File: src/hw/rtl/hcbp_pkg.sv
// ----------------------------------------------------------------------------
// hcbp_pkg
// Shared constants, request codes and the queue status type of the Huffman
// code bit packer.
// ----------------------------------------------------------------------------
package hcbp_pkg;

	localparam int MAX_CODE_LEN = 32;
	localparam int NUM_SYMBOLS  = 256;

	localparam int CODE_W   = 32;
	localparam int SYM_W    = 8;
	localparam int REQ_W    = 2;
	localparam int CLEN_W   = 6;
	localparam int BYTE_W   = 8;
	localparam int USED_W   = 4;
	localparam int PCNT_W   = 3;

	localparam logic [REQ_W-1:0] REQ_LOAD   = 2'd0;
	localparam logic [REQ_W-1:0] REQ_ENCODE = 2'd1;
	localparam logic [REQ_W-1:0] REQ_FLUSH  = 2'd2;

	localparam int QUEUE_DEPTH = 4;
	localparam int QPTR_W      = 2;
	localparam int QCNT_W      = 3;

	typedef struct packed {
		logic              not_empty;
		logic [QCNT_W-1:0] count;
	} q_stat_t;

endpackage

File: src/hw/rtl/hcbp_back.sv
// ----------------------------------------------------------------------------
// hcbp_back
// Packs queued codes into bytes, up to eight bits a cycle while the output is
// not stalled, and holds the output register.
// ----------------------------------------------------------------------------
module hcbp_back #(
	parameter int MAX_CODE_LEN = hcbp_pkg::MAX_CODE_LEN,
	localparam int LW  = $clog2(MAX_CODE_LEN + 1),
	localparam int SW  = (MAX_CODE_LEN > hcbp_pkg::CODE_W) ? MAX_CODE_LEN : hcbp_pkg::CODE_W,
	localparam int DW  = 1 + SW + LW
) (
	input  logic                          clk,
	input  logic                          arst_n,
	input  logic [DW-1:0]                 head_data,
	input  hcbp_pkg::q_stat_t             q_stat,
	output logic                          pop,
	output logic                          out_valid,
	input  logic                          out_ready,
	output logic [hcbp_pkg::BYTE_W-1:0]   out_byte,
	output logic [hcbp_pkg::USED_W-1:0]   bits_used,
	output logic                          out_last
);

	localparam int BW = hcbp_pkg::BYTE_W;
	localparam int UW = hcbp_pkg::USED_W;
	localparam int PW = hcbp_pkg::PCNT_W;

	logic          cur_valid_q;
	logic          cur_flush_q;
	logic [SW-1:0] sr_q;
	logic [LW-1:0] rem_q;
	logic [BW-1:0] pend_q;
	logic [PW-1:0] pcnt_q;
	logic          out_valid_q;

	logic          advance;
	logic [UW-1:0] space;
	logic [LW-1:0] k;
	logic [UW-1:0] cnt_sum;
	logic          full;
	logic [BW-1:0] combined;
	logic [LW-1:0] rem_left;
	logic          step;
	logic          done;
	logic          emit;
	logic          take;

	assign advance  = !out_valid_q || out_ready;
	assign step     = cur_valid_q && advance;
	assign space    = UW'(BW) - UW'(pcnt_q);
	assign k        = (rem_q < LW'(space)) ? rem_q : LW'(space);
	assign cnt_sum  = UW'(pcnt_q) + k[UW-1:0];
	assign full     = cnt_sum[UW-1];
	assign combined = pend_q | (sr_q[SW-1 -: BW] >> pcnt_q);
	assign rem_left = rem_q - k;
	assign done     = step && (cur_flush_q || (rem_left == '0));
	assign emit     = step && (cur_flush_q ? (pcnt_q != '0) : full);
	assign take     = q_stat.not_empty && (!cur_valid_q || done);
	assign pop      = take;

	always_ff @(posedge clk or negedge arst_n) begin
		if (!arst_n) begin
			cur_valid_q <= 1'b0;
			pend_q      <= '0;
			pcnt_q      <= '0;
			out_valid_q <= 1'b0;
		end else begin
			if (take) begin
				cur_valid_q <= 1'b1;
			end else if (done) begin
				cur_valid_q <= 1'b0;
			end
			if (step) begin
				if (cur_flush_q || full) begin
					pend_q <= '0;
					pcnt_q <= '0;
				end else begin
					pend_q <= combined;
					pcnt_q <= cnt_sum[PW-1:0];
				end
			end
			if (advance) begin
				out_valid_q <= emit;
			end
		end
	end

	always_ff @(posedge clk) begin
		if (take) begin
			cur_flush_q <= head_data[DW-1];
			sr_q        <= head_data[DW-2:LW];
			rem_q       <= head_data[LW-1:0];
		end else if (step) begin
			sr_q  <= sr_q << k;
			rem_q <= rem_left;
		end
		if (emit) begin
			if (cur_flush_q) begin
				out_byte  <= pend_q;
				bits_used <= UW'(pcnt_q);
				out_last  <= 1'b1;
			end else begin
				out_byte  <= combined;
				bits_used <= UW'(BW);
				// fewer than eight bits left cannot fill another byte
				out_last  <= rem_left < LW'(BW);
			end
		end
	end

	assign out_valid = out_valid_q;

endmodule
File: config.mk
export PLATFORM = sky130hd
export DESIGN_NAME = hcbp_back
export DESIGN_NICKNAME = d
export VERILOG_FILES = /design/src/hw/rtl/hcbp_pkg.sv /design/src/hw/rtl/hcbp_back.sv
export SDC_FILE = /design/constraint.sdc
export NUM_CORES = 1
export LEC_CHECK = 0
export BUFFER_PORTS_ARGS = -buffer_cell sky130_fd_sc_hd__buf_2
export CAP_MARGIN = 20
export CORE_MARGIN = 2
export CORE_UTILIZATION = 50
export DETAILED_ROUTE_END_ITERATION = 8
export PLACE_DENSITY = 0.73
export SYNTH_ARGS = -nofsm -noshare
export SYNTH_HDL_FRONTEND = slang
export SYNTH_SLANG_ARGS = --single-unit
File: constraint.sdc
create_clock -name clk -period 5.4 [get_ports clk]
set_clock_uncertainty 0.05 [all_clocks]
set_input_delay 0.81 -clock clk [delete_from_list [all_inputs] [get_ports clk]]
set_output_delay 0.81 -clock clk [all_outputs]
set_load 0.05 [all_outputs]
### Yosys cells after proc, flatten, opt, wreduce, memory -nomap -nowiden

Index checks and enable logic that the tools add are counted.

* flip-flop bits (word level): 65
* input bits: 46
* output and inout port bits: 15
* word-level logic and storage cells: 45

* $add $sub $neg: 3
* $lt $le $gt $ge: 2
* shift-type cells: 2
* mux-type cells: 12
* bitwise operators: 1
* reductions and logical operators: 14

Operators by type and width (number)
* 2-to-1 mux 32 bit: 2
* << shifter 32 x 6 -> 32 bit: 1
* 2-to-1 mux 6 bit: 3
* 2-to-1 mux 8 bit: 2
* bitwise OR 8 bit: 1
* right shift 8 x 3 -> 8 bit: 1
* zero test 6 bit: 1
* < comparator 6 x 4 -> 1 bit: 1
* < comparator 6 x 4 -> 1 bit (second input constant): 1
* subtractor 6 bit: 1
* adder 3 x 4 -> 4 bit: 1
* logical AND 1 bit: 4
* logical OR 1 bit: 4
* 2-to-1 mux 4 bit: 1
* nonzero test 2 bit: 2
* subtractor 4 x 3 -> 4 bit (first input constant): 1
* 2-to-1 mux 1 bit: 3
* 2-to-1 mux 3 bit: 1
* nonzero test 3 bit: 1
* zero test 1 bit: 2

### Depth between registers and ports, before layout

* depth after elaboration: 10
* gate-level depth with buffers: 21
* mapped depth without buffers: 17

### Least setup slack after synthesis

OpenSTA, ideal clock, no wires.

* kind: reg2out
* start point: register pcnt_q[0]
* end point: output pop
* arrival: 4660 ps
* data required time: 4540 ps
* setup slack: -120 ps
* cell stages (with the launch flop): 20
* path buffers: 3
* path through: dfrtp_1 -> clkbuf_1 -> inv_1 -> ha_1 -> inv_1 -> ha_1 -> or2_2 -> a311oi_2 -> a2bb2oi_4 -> buf_6 -> ha_1 -> inv_1 -> ha_1 -> nand2b_1 -> o21ai_0 -> a31oi_1 -> mux2_4 -> mux2_2 -> a41o_4 -> buf_6

* word-level cells in the longest chain between the ends: 9

Ends and longest elaborated chain
* from (decl): line hcbp_back.sv:33 `logic [PW-1:0] pcnt_q;`
* from (signal assigned): line hcbp_back.sv:79 `pcnt_q <= cnt_sum[PW-1:0];`
* subtractor 4 x 3 -> 4 bit *: line hcbp_back.sv:50 `assign space = UW'(BW) - UW'(pcnt_q);`
* < comparator 6 x 4 -> 1 bit: line hcbp_back.sv:51 `assign k = (rem_q < LW'(space)) ? rem_q : LW'(space);`
* 2-to-1 mux 6 bit *: line hcbp_back.sv:51
* subtractor 6 bit *: line hcbp_back.sv:55 `assign rem_left = rem_q - k;`
* zero test 6 bit *: line hcbp_back.sv:56 `assign done = step && (cur_flush_q || (rem_left == '0));`
* logical OR 1 bit *: line hcbp_back.sv:56
* logical AND 1 bit *: line hcbp_back.sv:56
* logical OR 1 bit *: line hcbp_back.sv:58 `assign take = q_stat.not_empty && (!cur_valid_q || done);`
* logical AND 1 bit *: line hcbp_back.sv:58
* to (decl): line hcbp_back.sv:16 `output logic pop,`

Mark *: on every way between the ends. The rest lies on a longest branch, timed or not.

### Worst setup path after layout

* start point: register pcnt_q[1]
* end point: output pop

The elaborated chain is that of the path after synthesis.

==> impl_metrics.py <==
metrics = {
    "critical_path": {
        "reg2reg_setup_slack_ns": 0.81,
        "reg2reg_depth": 17,
        "worstSetupPathType": "register to output port",
        "critical_path.startpoint_type": "register",
        "regToRegEndpoint": "sr_q[30]$_DFFE_PP_",
        "crit_fanout": 9,
        "worstSetupEndpointType": "output port",
        "cp_data_required_time_ns": 4.54,
        "critPathArrivalTime_ns": 4.31,
        "r2r_start": "pcnt_q[1]$_DFFE_PN0P_",
    },
    "sta": {
        "slew_headroom_pct": 47.8,
        "fin_tns_setup_ns": 0,
        "max_clock_freq_mhz": 194,
        "finalSetupViolCount": 0,
        "rsz0062_at_grt": "false",
        "min_period_over_period_pct": 95.7,
        "slew_violations": 0,
        "finalCriticalPeriod_ns": 5.17,
        "tightestPinTransition_ns": 0.784,
        "hold_violations": 0,
    },
    "run": {
        "drv_cap": 0,
    },
    "outcome": {
        "status": "finished clean",
    },
    "grt": {
        "met3_usage_pct": 3.57,
        "grt_start_max_net_pins": 41,
        "top_usage_layer": "met2",
        "grtUsageMet1_pct": 28.2,
        "grtUsageTotal_pct": 21.1,
        "grt_pass1_wl_um": 18300,
        "grt.overflow.total": 0,
        "groute.layer.met2.usage_pct": 35.1,
        "grt_pass1_vias": 3473,
        "antenna_found_initial": 0,
    },
    "cts": {
        "cts-root-buf": "clkbuf_8",
        "cts_buffers": 9,
        "cts_max_path_buffers": 2,
        "insertion_delay_ns": 0.36,
        "cts_tree": "built",
        "cts_num_sinks": 65,
        "cts_setup_buffers": 0,
        "ctsResizeCount": 0,
        "holdBufCountCts": 0,
        "clk_pin_slew_ns": 0.09,
        "htree_levels": 3,
    },
    "route": {
        "vias": 3631,
        "drc": 0,
        "post_drt_wl_per_cell_um": 18.2,
        "wirelength_um": 11000,
        "dr.first_iter.drc_count": 232,
        "vias_per_cell": 5.99,
        "firstDrtPassIters": 4,
        "ant_nets": 0,
    },
    "layout": {
        "multi_input_area_um2": 2990,
        "seqCellArea_um2": 1890,
        "fillerInstances": 811,
        "layout-drive-gt1-share_pct": 30.7,
        "synthToLayoutAreaGrowth_pct": 13.3,
        "n_antenna_cell": 0,
        "nets": 524,
    },
    "floorplanning": {
        "start_util_pct": 51.5,
        "fp-row-count": 36,
        "die_w_um": 104,
        "die_h_um": 104,
        "die-area_um2": 10900,
        "ioPinCount": 61,
        "coreArea_um2": 9770,
    },
    "hold_path": {
        "hp-class": "primary input to asynchronous set/reset pin",
    },
    "logic_synthesis": {
        "synth_area_leaders": "edfxtp_1, mux2i_1, dfrtp_1",
        "synthArstFlopShare_pct": 20.0,
        "ys.flop_type": "edfxtp_1",
        "ys_seq_area_share_pct": 37.4,
        "syn-cell-area_um2": 5040,
        "synth_top_area_share_pct": 31.0,
        "synth_warnings": 0,
        "synth_top_area_cell": "edfxtp_1",
        "avgSynthCellArea_um2": 12.1,
        "syn_nets": 472,
        "synth_edf_count": 52,
        "synth_cell_types": 63,
        "ys_ff_latch": 65,
        "synthCells": 416,
    },
    "place": {
        "dpl.hpwl_um": 7960,
        "gp_congestion": 0.885,
        "place.port_buffers": 57,
    },
}
Yosys cell counts, drive strengths merged (5+ instances only):
cell type and count:
nor2 42, dfrtp 13, a31oi 6, buf 13, nand2 19, edfxtp 52, mux2 45, o31ai 5
inv 12, nor3 11, clkbuf 12, ha 9, a21o 5, nand2b 7, o22ai 7, a21oi 18
mux2i 53, o21ai 10, mux4 25
through the flow:
stage          worst slack (ns)  instance area (um^2)  instances  hold WS, ns  util (%)
3_3_place_gp              0.562                  5420        590        0.424      55.4
3_5_place_dp              0.450                  5420        590        0.431      55.4
6_report                  0.233                  5710        606        0.275      58.4
2_1_floorplan            0.0454                  5040        416        0.410         -
4_1_cts                  0.0658                  5660        606        0.276      57.9
5_1_grt                  0.0204                  5710        606        0.293      58.4
final cells by class:
class | instances | share of cell area [%]
tap | 133 | 2.92
timing repair buffer | 66 | 6.44
clock buffer | 9 | 2.17
sequential | 65 | 33.1
multi-input combinational | 313 | 52.4
inverter | 13 | 0.855
clock inverter | 7 | 2.19
kinds of logic (layout without fill, tap and decap cells):
kind of cell / after synthesis / after routing / synth area share (%)
AND/OR/NAND/NOR: 100 / 100 / 9.73
multiplexers: 123 / 123 / 34.1
flip-flops: 65 / 65 / 37.4
adder cells (fa/ha/maj): 10 / 10 / 2.63
AO/OA/AOI/OAI: 77 / 77 / 11.2
buffers and inverters: 38 / 95 / 4.27
XOR/XNOR: 3 / 3 / 0.671
cells in the final DEF, fill, tap and decap left out, drive strengths merged, types with 9 or more instances in the layout:
cell,synthesis,final
mux2,45,45
edfxtp,52,52
nand2,19,19
nor3,11,11
clkbuf,12,10
mux2i,53,53
ha,9,9
inv,12,14
o21ai,10,10
dfrtp,13,13
mux4,25,25
nor2,42,42
buf,13,65
a21oi,18,18
worst max-delay path by stage:
stage / from / endpoint / cells past startpoint
floorplan: pcnt_q[0]$_DFFE_PN0P_ / pop / 19
global placement: pcnt_q[1]$_DFFE_PN0P_ / pop / 17
detailed placement: pcnt_q[0]$_DFFE_PN0P_ / pop / 17
CTS: pcnt_q[0]$_DFFE_PN0P_ / pop / 17
global route: pcnt_q[0]$_DFFE_PN0P_ / pop / 17
finish: pcnt_q[1]$_DFFE_PN0P_ / pop / 16
registers in the layout, indices dropped and copies added, names as in the netlist:
register and flops:
bits_used 4, out_byte 8, out_last 1, cur_valid_q 1
out_valid 1, pcnt_q 3, pend_q 8, sr_q 32
cur_flush_q 1, rem_q 6
layer usage:
layer,wire length (um),vias up
met5,0,-
met4,172,0
met3,538,15
met2,5550,119
met1,4780,1773
li1,-,1724
critical path, stage by stage (launching register included):
cell and delay, ns:
dfrtp_1 0.38, buf_4 0.17, nor3_2 0.24, inv_1 0.07
ha_1 0.33, nor3b_2 0.33, nand2_1 0.18, o21ai_2 0.33
o21ai_0 0.15, ha_1 0.29, nand2b_1 0.16, o21ai_0 0.16
a31oi_1 0.12, mux2_4 0.29, mux2_2 0.28, a41o_4 0.27
clkbuf_4 0.22
Power is not shown: default switching activity piles up to over one toggle a cycle in this logic, so the estimate is an artifact.
