--- src/hw/rtl/hcbp_pkg.sv ---
// ----------------------------------------------------------------------------
// hcbp_pkg
// Shared constants, request codes and the queue status type of the Huffman
// code bit packer.
// ----------------------------------------------------------------------------
package hcbp_pkg;

	localparam int MAX_CODE_LEN = 32;
	localparam int NUM_SYMBOLS  = 256;

	localparam int CODE_W   = 32;
	localparam int SYM_W    = 8;
	localparam int REQ_W    = 2;
	localparam int CLEN_W   = 6;
	localparam int BYTE_W   = 8;
	localparam int USED_W   = 4;
	localparam int PCNT_W   = 3;

	localparam logic [REQ_W-1:0] REQ_LOAD   = 2'd0;
	localparam logic [REQ_W-1:0] REQ_ENCODE = 2'd1;
	localparam logic [REQ_W-1:0] REQ_FLUSH  = 2'd2;

	localparam int QUEUE_DEPTH = 4;
	localparam int QPTR_W      = 2;
	localparam int QCNT_W      = 3;

	typedef struct packed {
		logic              not_empty;
		logic [QCNT_W-1:0] count;
	} q_stat_t;

endpackage

--- src/hw/rtl/hcbp_queue.sv ---
// ----------------------------------------------------------------------------
// hcbp_queue
// Short FIFO between the lookup front and the bit packing back.
// ----------------------------------------------------------------------------
module hcbp_queue #(
	parameter int DW = 8
) (
	input  logic              clk,
	input  logic              arst_n,
	input  logic              push,
	input  logic [DW-1:0]     push_data,
	input  logic              pop,
	output logic [DW-1:0]     head_data,
	output hcbp_pkg::q_stat_t q_stat
);

	logic [DW-1:0]                 mem_q [hcbp_pkg::QUEUE_DEPTH];
	logic [hcbp_pkg::QPTR_W-1:0]   wptr_q;
	logic [hcbp_pkg::QPTR_W-1:0]   rptr_q;
	logic [hcbp_pkg::QCNT_W-1:0]   count_q;

	always_ff @(posedge clk) begin
		if (push) begin
			mem_q[wptr_q] <= push_data;
		end
	end

	always_ff @(posedge clk or negedge arst_n) begin
		if (!arst_n) begin
			wptr_q  <= '0;
			rptr_q  <= '0;
			count_q <= '0;
		end else begin
			if (push) begin
				wptr_q <= wptr_q + 1'b1;
			end
			if (pop) begin
				rptr_q <= rptr_q + 1'b1;
			end
			if (push && !pop) begin
				count_q <= count_q + 1'b1;
			end else if (pop && !push) begin
				count_q <= count_q - 1'b1;
			end
		end
	end

	assign head_data        = mem_q[rptr_q];
	assign q_stat.not_empty = count_q != '0;
	assign q_stat.count     = count_q;

endmodule

--- config.mk ---
export PLATFORM = sky130hd
export DESIGN_NAME = hcbp_queue
export DESIGN_NICKNAME = d
export VERILOG_FILES = /design/src/hw/rtl/hcbp_pkg.sv /design/src/hw/rtl/hcbp_queue.sv
export SDC_FILE = /design/constraint.sdc
export NUM_CORES = 1
export LEC_CHECK = 0
export BUFFER_PORTS_ARGS = -buffer_cell sky130_fd_sc_hd__buf_2
export CAP_MARGIN = 15
export CORE_MARGIN = 3
export CORE_UTILIZATION = 51
export CTS_BUF_LIST = sky130_fd_sc_hd__clkbuf_2 sky130_fd_sc_hd__clkbuf_4 sky130_fd_sc_hd__clkbuf_8
export DETAILED_ROUTE_END_ITERATION = 10
export PLACE_DENSITY = 0.72
export SLEW_MARGIN = 20
export SYNTH_ARGS = -nofsm -noshare
export SYNTH_HDL_FRONTEND = slang
export SYNTH_SLANG_ARGS = --single-unit
--- constraint.sdc ---
create_clock -name clk -period 1.3 [get_ports clk]
set_input_delay 0 -clock clk [delete_from_list [all_inputs] [get_ports clk]]
set_output_delay 0 -clock clk [all_outputs]
set_load 0.02 [all_outputs]
* After elaboration in Yosys (flattened, before gate mapping)
Memories as Yosys holds them, arrays and structs flattened.
Index checks and enable logic that the tools add are counted.
** Word-level totals
- Flip-flop bits (word level) :: 7
- Memory bits (writable) :: 32
- Bits of input ports :: 12
- Output and inout port bits :: 12
- Logic and storage cells :: 18
- Memories :: 1
** Cells by class
- Add/subtract/negate cells :: 4
- Multiplexer cells :: 4
- Reductions and logical operators :: 6
** Memories
- mem_q :: words 4, bits a word 8, rd ports 1, clocked after memory_dff 0, wr ports 1, line hcbp_queue.sv:17 : logic [DW-1:0] mem_q [hcbp_pkg::QUEUE_DEPTH];
** Operators with widths (count)
- $mux W3 :: 2
- $add A2 B1 Y2 const B :: 2
- $add A3 B1 Y3 const B :: 1
- $reduce_bool A3 Y1 :: 1
- $sub A3 B1 Y3 const B :: 1
- $logic_and A1 B1 Y1 :: 2
- $logic_not A1 Y1 :: 2
- $mux W1 :: 2
- $reduce_bool A2 Y1 :: 1

* Logic depth before layout (Yosys ltp)
Gate-level depths: netlist of run 1.
- Depth after elaboration :: 4
- Depth in mapped cells :: 7
- Mapped depth without buffers :: 7

* Worst setup path before layout of run 1
OpenSTA, ideal clock, no wires.
- Path kind :: reg-to-reg
- From :: reg count_q[0] (netlist bit)
- To :: reg count_q[2] (netlist bit)
- Library setup time :: 80 ps
- Data arrival time :: 1306 ps
- Data required time :: 1220 ps
- Slack :: -85 ps
- Stages on the path, launching flop included :: 5
- Path buffers :: 0
- Clock period less this slack :: 1385 ps
- Path through :: dfrtp_1 > fa_1 > xor2_1 > nor2_1 > xor2_1
** Between the ends
- Word-level cells in the longest chain between the ends :: 3
- Elaborated cells on any way between the ends :: 4
- Classes of those cells :: add/sub: 2; mux: 2
** Ends and longest elaborated chain
- start: declaration :: line hcbp_queue.sv:20 : logic [hcbp_pkg::QCNT_W-1:0] count_q;
- start signal: assignment :: line hcbp_queue.sv:41 : count_q <= count_q + 1'b1;
- start signal: assignment :: line hcbp_queue.sv:43 : count_q <= count_q - 1'b1;
- $sub A3 B1 Y3 :: line hcbp_queue.sv:43
- $mux W3 :: line hcbp_queue.sv:42 : end else if (pop && !push) begin
- $mux W3 * :: line hcbp_queue.sv:40 : if (push && !pop) begin
Every way passes the cells marked *; elsewhere a longest branch is shown, timed or not. The select of a mux whose other input is x is not followed.
A chain may end at the register's enable or synchronous reset.

* Final worst setup path of run 1
- From :: reg rptr_q[0] (netlist bit)
- To :: out head_data[0]
** Between the ends
- Word-level cells in the longest chain between the ends :: 1
** Ends and longest elaborated chain
- start: declaration :: line hcbp_queue.sv:19 : logic [hcbp_pkg::QPTR_W-1:0] rptr_q;
- start signal: assignment :: line hcbp_queue.sv:38 : rptr_q <= rptr_q + 1'b1;
- $mem_v2 Z4 W8
- end: declaration :: line hcbp_queue.sv:13 : output logic [DW-1:0] head_data,
Every way passes these cells.

==> results of run 1 <==
Yosys cell counts (all sizes together):
cell	n	area [um^2]
edfxtp	32	961
mux4	8	180
dfrtp	7	175
ha	5	62.6
and2	4	25.0
inv	4	15.0
xor2	4	35.0
buf	2	16.3
nand2	2	7.51
xnor2	2	17.5
fa	1	20.0
mux2	1	11.3
nor2	1	3.75
o21ai	1	5.00
or3	1	6.26
power breakdown:
part           internal (W)  switching, W  total, W
combinational      0.000955      0.000863   0.00182
sequential          0.00168      0.000196   0.00187
clock              0.000621      0.000369  0.000990
cell families (layout without fill, tap and decap cells):
| family | count (synthesis) | in the layout | share of synthesized area |
|---|---|---|---|
| flops | 39 | 39 | 0.737 |
| mux | 9 | 9 | 0.124 |
| simple gates | 8 | 8 | 0.0276 |
| fa+ha+maj | 6 | 6 | 0.0536 |
| xor+xnor | 6 | 6 | 0.0341 |
| buf+inv | 6 | 62 | 0.0203 |
| compound gates | 1 | 1 | 0.00324 |
timing repair:
action                     in CTS  in global routing
gates resized for setup         5                  7
buffers inserted                4                  1
pin swaps                       1                  3
cloned                          0                  0
setup endpoints to repair      14                 16
hold endpoints to repair       43                  0
hold buffers                   11                  0
flip-flops by register name, indices dropped and copies added, names as in the netlist:
| signal | count |
|---|---|
| rptr_q | 2 |
| count_q | 3 |
| wptr_q | 2 |
| mem_q | 32 |
routing by layer:
metal / GRT usage / part of all wire / vias up
met5: 0 / 0 / -
met4: 0.0650 / 0.018 / 0
met3: 0.0702 / 0.061 / 7
met2: 0.275 / 0.51 / 23
met1: 0.208 / 0.41 / 415
li1: - / - / 399
metrics by stage:
stage / instance area [um^2] / TNS (ns) / power [W] / hold slack, ns / utilization
3_3_place_gp: 1780 / 0 / 0.00339 / -0.161 / 0.629
3_5_place_dp: 1780 / 0 / 0.00344 / -0.156 / 0.629
5_1_grt: 2070 / -2.68 / 0.00494 / 0.0141 / 0.731
4_1_cts: 2030 / -2.26 / 0.00460 / 0.00522 / 0.719
6_report: 2070 / -1.99 / 0.00468 / 0.0110 / 0.731
2_1_floorplan: 1550 / -0.00569 / 0.00286 / -0.296 / -
area by class of cell:
cell class,instances,share of cell area
timing repair buffer,50,0.186
clock buffer,6,0.0218
tap,31,0.0188
sequential,39,0.551
multi-input combinational,30,0.186
inverter,4,0.00726
clock inverter,2,0.0291
path summary, 6_finish.rpt:
path | from | to | slack, ns | depth (start not counted)
worst min-delay path | arst_n | count_q[2]$_DFFE_PN0P_ | 0.01 | 2
max in group asynchronous | arst_n | count_q[0]$_DFFE_PN0P_ | 1.12 | 2
worst min register to register | count_q[2]$_DFFE_PN0P_ | count_q[2]$_DFFE_PN0P_ | 0.50 | 1
worst max-delay path | rptr_q[0]$_DFFE_PN0P_ | head_data[0] | -0.25 | 3
min in group clk | push | count_q[0]$_DFFE_PN0P_ | 0.03 | 3
worst max register to register | count_q[0]$_DFFE_PN0P_ | count_q[2]$_DFFE_PN0P_ | -0.06 | 5
==> reports/metrics.yaml, run 1 <==
die:
  io_pins: 24
  core-area_um2: 2830
  initial_utilization: 0.545
  die_h_um: 61.0
  die_width_um: 61.0
  rows: 19
  die_area_um2: 3720
synthesis:
  syn_inst: 75
  synth_nets: 93
  mappedNetlistArea_um2: 1540
  synth-seq-cells: 39
  ys_seq_area_frac: 0.737
  syn_area_per_cell_um2: 20.6
  synthDistinctLibCells: 16
  yosysWarningCount: 0
cells_and_area:
  diodes: 0
  syn2layout_area_growth_pct: 34.1
  nNetsFinal: 148
  layout_common_cells: "edfxtp_1, buf_2, dlygate4sd3_1, buf_4, mux4_2"
  nFillCells: 173
  final_cells: 162
  multi_input_area_um2: 384
  seqCellArea_um2: 1140
  layout_commonest_cell: "edfxtp_1"
  drive_gt1_frac: 0.481
drt:
  drt_pass1_iterations: 4
  vias: 844
  vias_per_cell: 5.21
  wire_per_inst_um: 16.5
  drc: 0
  drt-total-wl_um: 2680
  ant_nets: 0
  drtIter0Drc: 19
global_routing:
  grt_overflow: 0
  antenna_found_initial: 0
  grt_pass1_vias: 890
  grt_max_degree: 13
  grt_use_total: 0.171
  grt_pass1_wl_um: 4180
pwr:
  p_per_area_nw_per_um2: 2270
  leakage_nw: 0.823
  peakVddDrop_mv: 1.41
clocking:
  clockRootBuffer: "clkbuf_4"
  cts_tree: "built"
  cts.path.max_buffers: 2
  htree_levels: 2
  numCtsBuffers: 5
  cts.sink_count: 39
  path_clk_slew_ns: 0.11
  clk_latency_ns: 0.34
outcome:
  failed_checks: "setup timing"
  outcome: "finished with violations"
hold_path:
  hp-class: "in -> async"
sta:
  finalWorstSetupSlack_ns: -0.245
  skew_ns: 0.00814
  rsz0062_at_grt: "yes"
  fmax_ghz: 0.647
  setup_viol: 11
  drv_slew: 0
  hold_viol_final: 0
  relSlewSlack: 0.723
  fin_crit_ns: 1.55
  fin_crit_sh: 1.19
  worst_pin_slew_ns: 0.416
placed_design:
  place_inst: 138
  io_buffers: 23
  post-place-ws_ns: 0.0305
  dp_hpwl_um: 1730
  place_congestion: 0.697
critical_path:
  cpMaxStageDelayCell: "mux4_2"
  path_cells: "buf_12 > mux4_2 > buf_2"
  critPathTopFamily: "multiplexers"
  cp-end-kind: "output port"
  cpPeakStageDelay_ns: 0.50
  required_ns: 1.30
  cp.arrival_ns: 1.55
  critPathKind: "reg -> out"
  critPathBufInv: 2
  startpoint_type: "register"
  cp_max_fo: 9
run:
  maxCapViolCount: 0
(Power assumes the default switching activity.)
==> inputs of run 2 (changes only) <==
--- a/config.mk
+++ b/config.mk
@@ -11,6 +11,7 @@
 export CORE_UTILIZATION = 51
 export CTS_BUF_LIST = sky130_fd_sc_hd__clkbuf_2 sky130_fd_sc_hd__clkbuf_4 sky130_fd_sc_hd__clkbuf_8
 export DETAILED_ROUTE_END_ITERATION = 10
+export MAX_ROUTING_LAYER = met4
 export PLACE_DENSITY = 0.72
 export SLEW_MARGIN = 20
 export SYNTH_ARGS = -nofsm -noshare
==> run 2 against run 1 <==
Net effect:
- the flow still finishes with violations (setup timing)
- critical path type unchanged
- final area unchanged
- wire length up 0.26%
- global-route usage up 0.51 points
- combinational power about the same
- sequential cell count unchanged
- count of clock-buffer cells in the layout unchanged
- sequential power about the same
- total power up 0.20%
- hold slack worse by 0.0013 ns
- clock skew down 0.0011 ns
- non-clock buffer count unchanged
- largest power group unchanged
==> reports/metrics.yaml, run 2 (synthesis gave the netlist of run 1 again) <==
outcome:
  outcome: "finished with violations"
  failed_checks: "setup timing"
sta:
  finalWorstSetupSlack_ns: -0.247  # -0.00174 ns
  hold_viol_final: 0  # unchanged
  skew_ns: 0.00708  # -0.00106 ns
  fin_crit_ns: 1.55  # +0.00174 ns
  drv_slew: 0  # unchanged
  rsz0062_at_grt: "yes"
  relSlewSlack: 0.722  # -0.00108
  fin_crit_sh: 1.19  # +0.00134
  fmax_ghz: 0.646  # -0.11%
  whs_ns: 0.00975  # -0.00126 ns
  worst_pin_slew_ns: 0.417  # +0.00163 ns
  setup_viol: 11  # unchanged
clocking:
  htree_levels: 2  # unchanged
  cts.path.max_buffers: 2  # unchanged
  clockRootBuffer: "clkbuf_4"
  clk_latency_ns: 0.34  # about the same
  numCtsBuffers: 5  # unchanged
  cts_tree: "built"
  cts.sink_count: 39  # unchanged
  path_clk_slew_ns: 0.11  # about the same
drt:
  drt-total-wl_um: 2690  # +0.26%
  drtIter0Drc: 23  # +4
  ant_nets: 0  # unchanged
  drt_pass1_iterations: 4  # unchanged
  vias_per_cell: 5.19  # -0.36%
  vias: 841  # -0.36%
  drc: 0  # unchanged
  wire_per_inst_um: 16.6  # +0.26%
critical_path:
  rrSetupSlack_ns: -0.06  # about the same
  cp-end-kind: "output port"
  required_ns: 1.30  # about the same
  critPathKind: "reg -> out"
  critPathTopFamily: "multiplexers"
  cpPeakStageDelay_ns: 0.50  # about the same
  critPathBufInv: 2  # unchanged
  r2r-start: "count_q[0]$_DFFE_PN0P_"
  reg2reg_to: "count_q[2]$_DFFE_PN0P_"
  cp_max_fo: 9  # unchanged
  startpoint_type: "register"
  cpMaxStageDelayCell: "mux4_2"
  cp.arrival_ns: 1.55  # about the same
  path_cells: "buf_12 > mux4_2 > buf_2"
  worstRegToRegCells: 5  # unchanged
die:
  rows: 19  # unchanged
  die_width_um: 61.0  # unchanged
  io_pins: 24  # unchanged
  core-area_um2: 2830  # unchanged
  die_h_um: 61.0  # unchanged
  initial_utilization: 0.545  # unchanged
  die_area_um2: 3720  # unchanged
global_routing:
  grt_pass1_wl_um: 4200  # +0.33%
  grt_pass1_vias: 886  # -0.45%
  grt_overflow: 0  # unchanged
  antenna_found_initial: 0  # unchanged
  grt_use_total: 0.176  # +0.00513
  grt_max_degree: 13  # unchanged
cells_and_area:
  diodes: 0  # unchanged
  layout_common_cells: "edfxtp_1, buf_2, dlygate4sd3_1, buf_4, mux4_2"
  nNetsFinal: 148  # unchanged
  regMostFlops: "mem_q"
  syn2layout_area_growth_pct: 34.1  # unchanged
  largest_reg_flops: 32  # unchanged
  nFillCells: 173  # unchanged
  layout_commonest_cell: "edfxtp_1"
  reg_top3: "mem_q (32), count_q (3)"
  final_util: 0.731  # unchanged
  drive_gt1_frac: 0.481  # unchanged
run:
  maxCapViolCount: 0  # unchanged
pwr:
  leakage_nw: 0.823  # unchanged
  p_per_area_nw_per_um2: 2270  # +0.20%
  peakVddDrop_mv: 1.41  # +0.15%
  total_power_w: 0.00469  # +0.20%
hold_path:
  hp-class: "in -> async"
placed_design:
  dp_hpwl_um: 1730  # unchanged
  place_congestion: 0.705  # +1.1%
  io_buffers: 23  # unchanged
-- run 2: cell counts in the layout (fill, tap and decap cells not counted) --
No cell type changed its count.
-- run 2: cell type report --
cell class              instances  area [um^2]  share of cell area
inverters                       4         15.0             0.00726
repair buffers                 50          385               0.186
multi-input cells              30          384               0.186
flip-flops and latches         39         1140               0.551
clock inverters                 2         60.1              0.0291
clock buffers                   6         45.0              0.0218
well taps                      31         38.8              0.0188
-- run 2: where the power goes --
group,total [W],internal (W),switching (W),leakage (nW)
combinational,0.00182,0.000956,0.000866,0.393
clock,0.000995,0.000621,0.000374,0.0559
sequential,0.00187,0.00168,0.000197,0.374
-- run 2: worst max path at each step --
stage          slack, ns  cells after the start                endpoint              startpoint
3_5_place_dp        0.03                      4  count_q[2]$_DFFE_PN0P_  count_q[0]$_DFFE_PN0P_
3_3_place_gp        0.06                      4  count_q[2]$_DFFE_PN0P_  count_q[0]$_DFFE_PN0P_
2_1_floorplan     -0.006                      4  count_q[2]$_DFFE_PN0P_  count_q[0]$_DFFE_PN0P_
5_1_grt            -0.30                      3            head_data[0]   rptr_q[0]$_DFFE_PN0P_
6_report           -0.25                      3            head_data[0]   rptr_q[0]$_DFFE_PN0P_
4_1_cts            -0.27                      3            head_data[1]   rptr_q[0]$_DFFE_PN0P_
-- run 2: through the flow --
step / instance area [um^2] / setup WS [ns] / TNS [ns] / cells
after global placement: 1780 / 0.0562 / 0 / 138
after floorplan: 1550 / -0.00569 / -0.00569 / 75
after global routing: 2070 / -0.304 / -2.59 / 162
final: 2070 / -0.247 / -2.00 / 162
after detailed placement: 1780 / 0.0305 / 0 / 138
after CTS: 2030 / -0.270 / -2.26 / 161
-- run 2: per-layer routing --
layer	GRT usage	wire [um]	vias to the layer above
met1	0.212	1130	415
met4	0.0929	61	0
met3	0.0447	123	7
met2	0.273	1370	22
li1	-	-	397
met5	-	0	-
-- run 2: timing repair --
item	4_1_cts	5_1_grt
cloned	0	0
hold buffers	11	0
setup endpoints to repair	14	13
gates resized for setup	5	7
setup buffers	4	1
endpoints found under the hold margin	43	0
pin swaps	1	3
-- run 2: worst register-to-register path, cell delays in order, from the launching register on --
cell and delay [ns]:
dfrtp_2 0.44, buf_6 0.12, fa_2 0.33, xor2_1 0.14, nor2_1 0.12, xor2_1 0.15
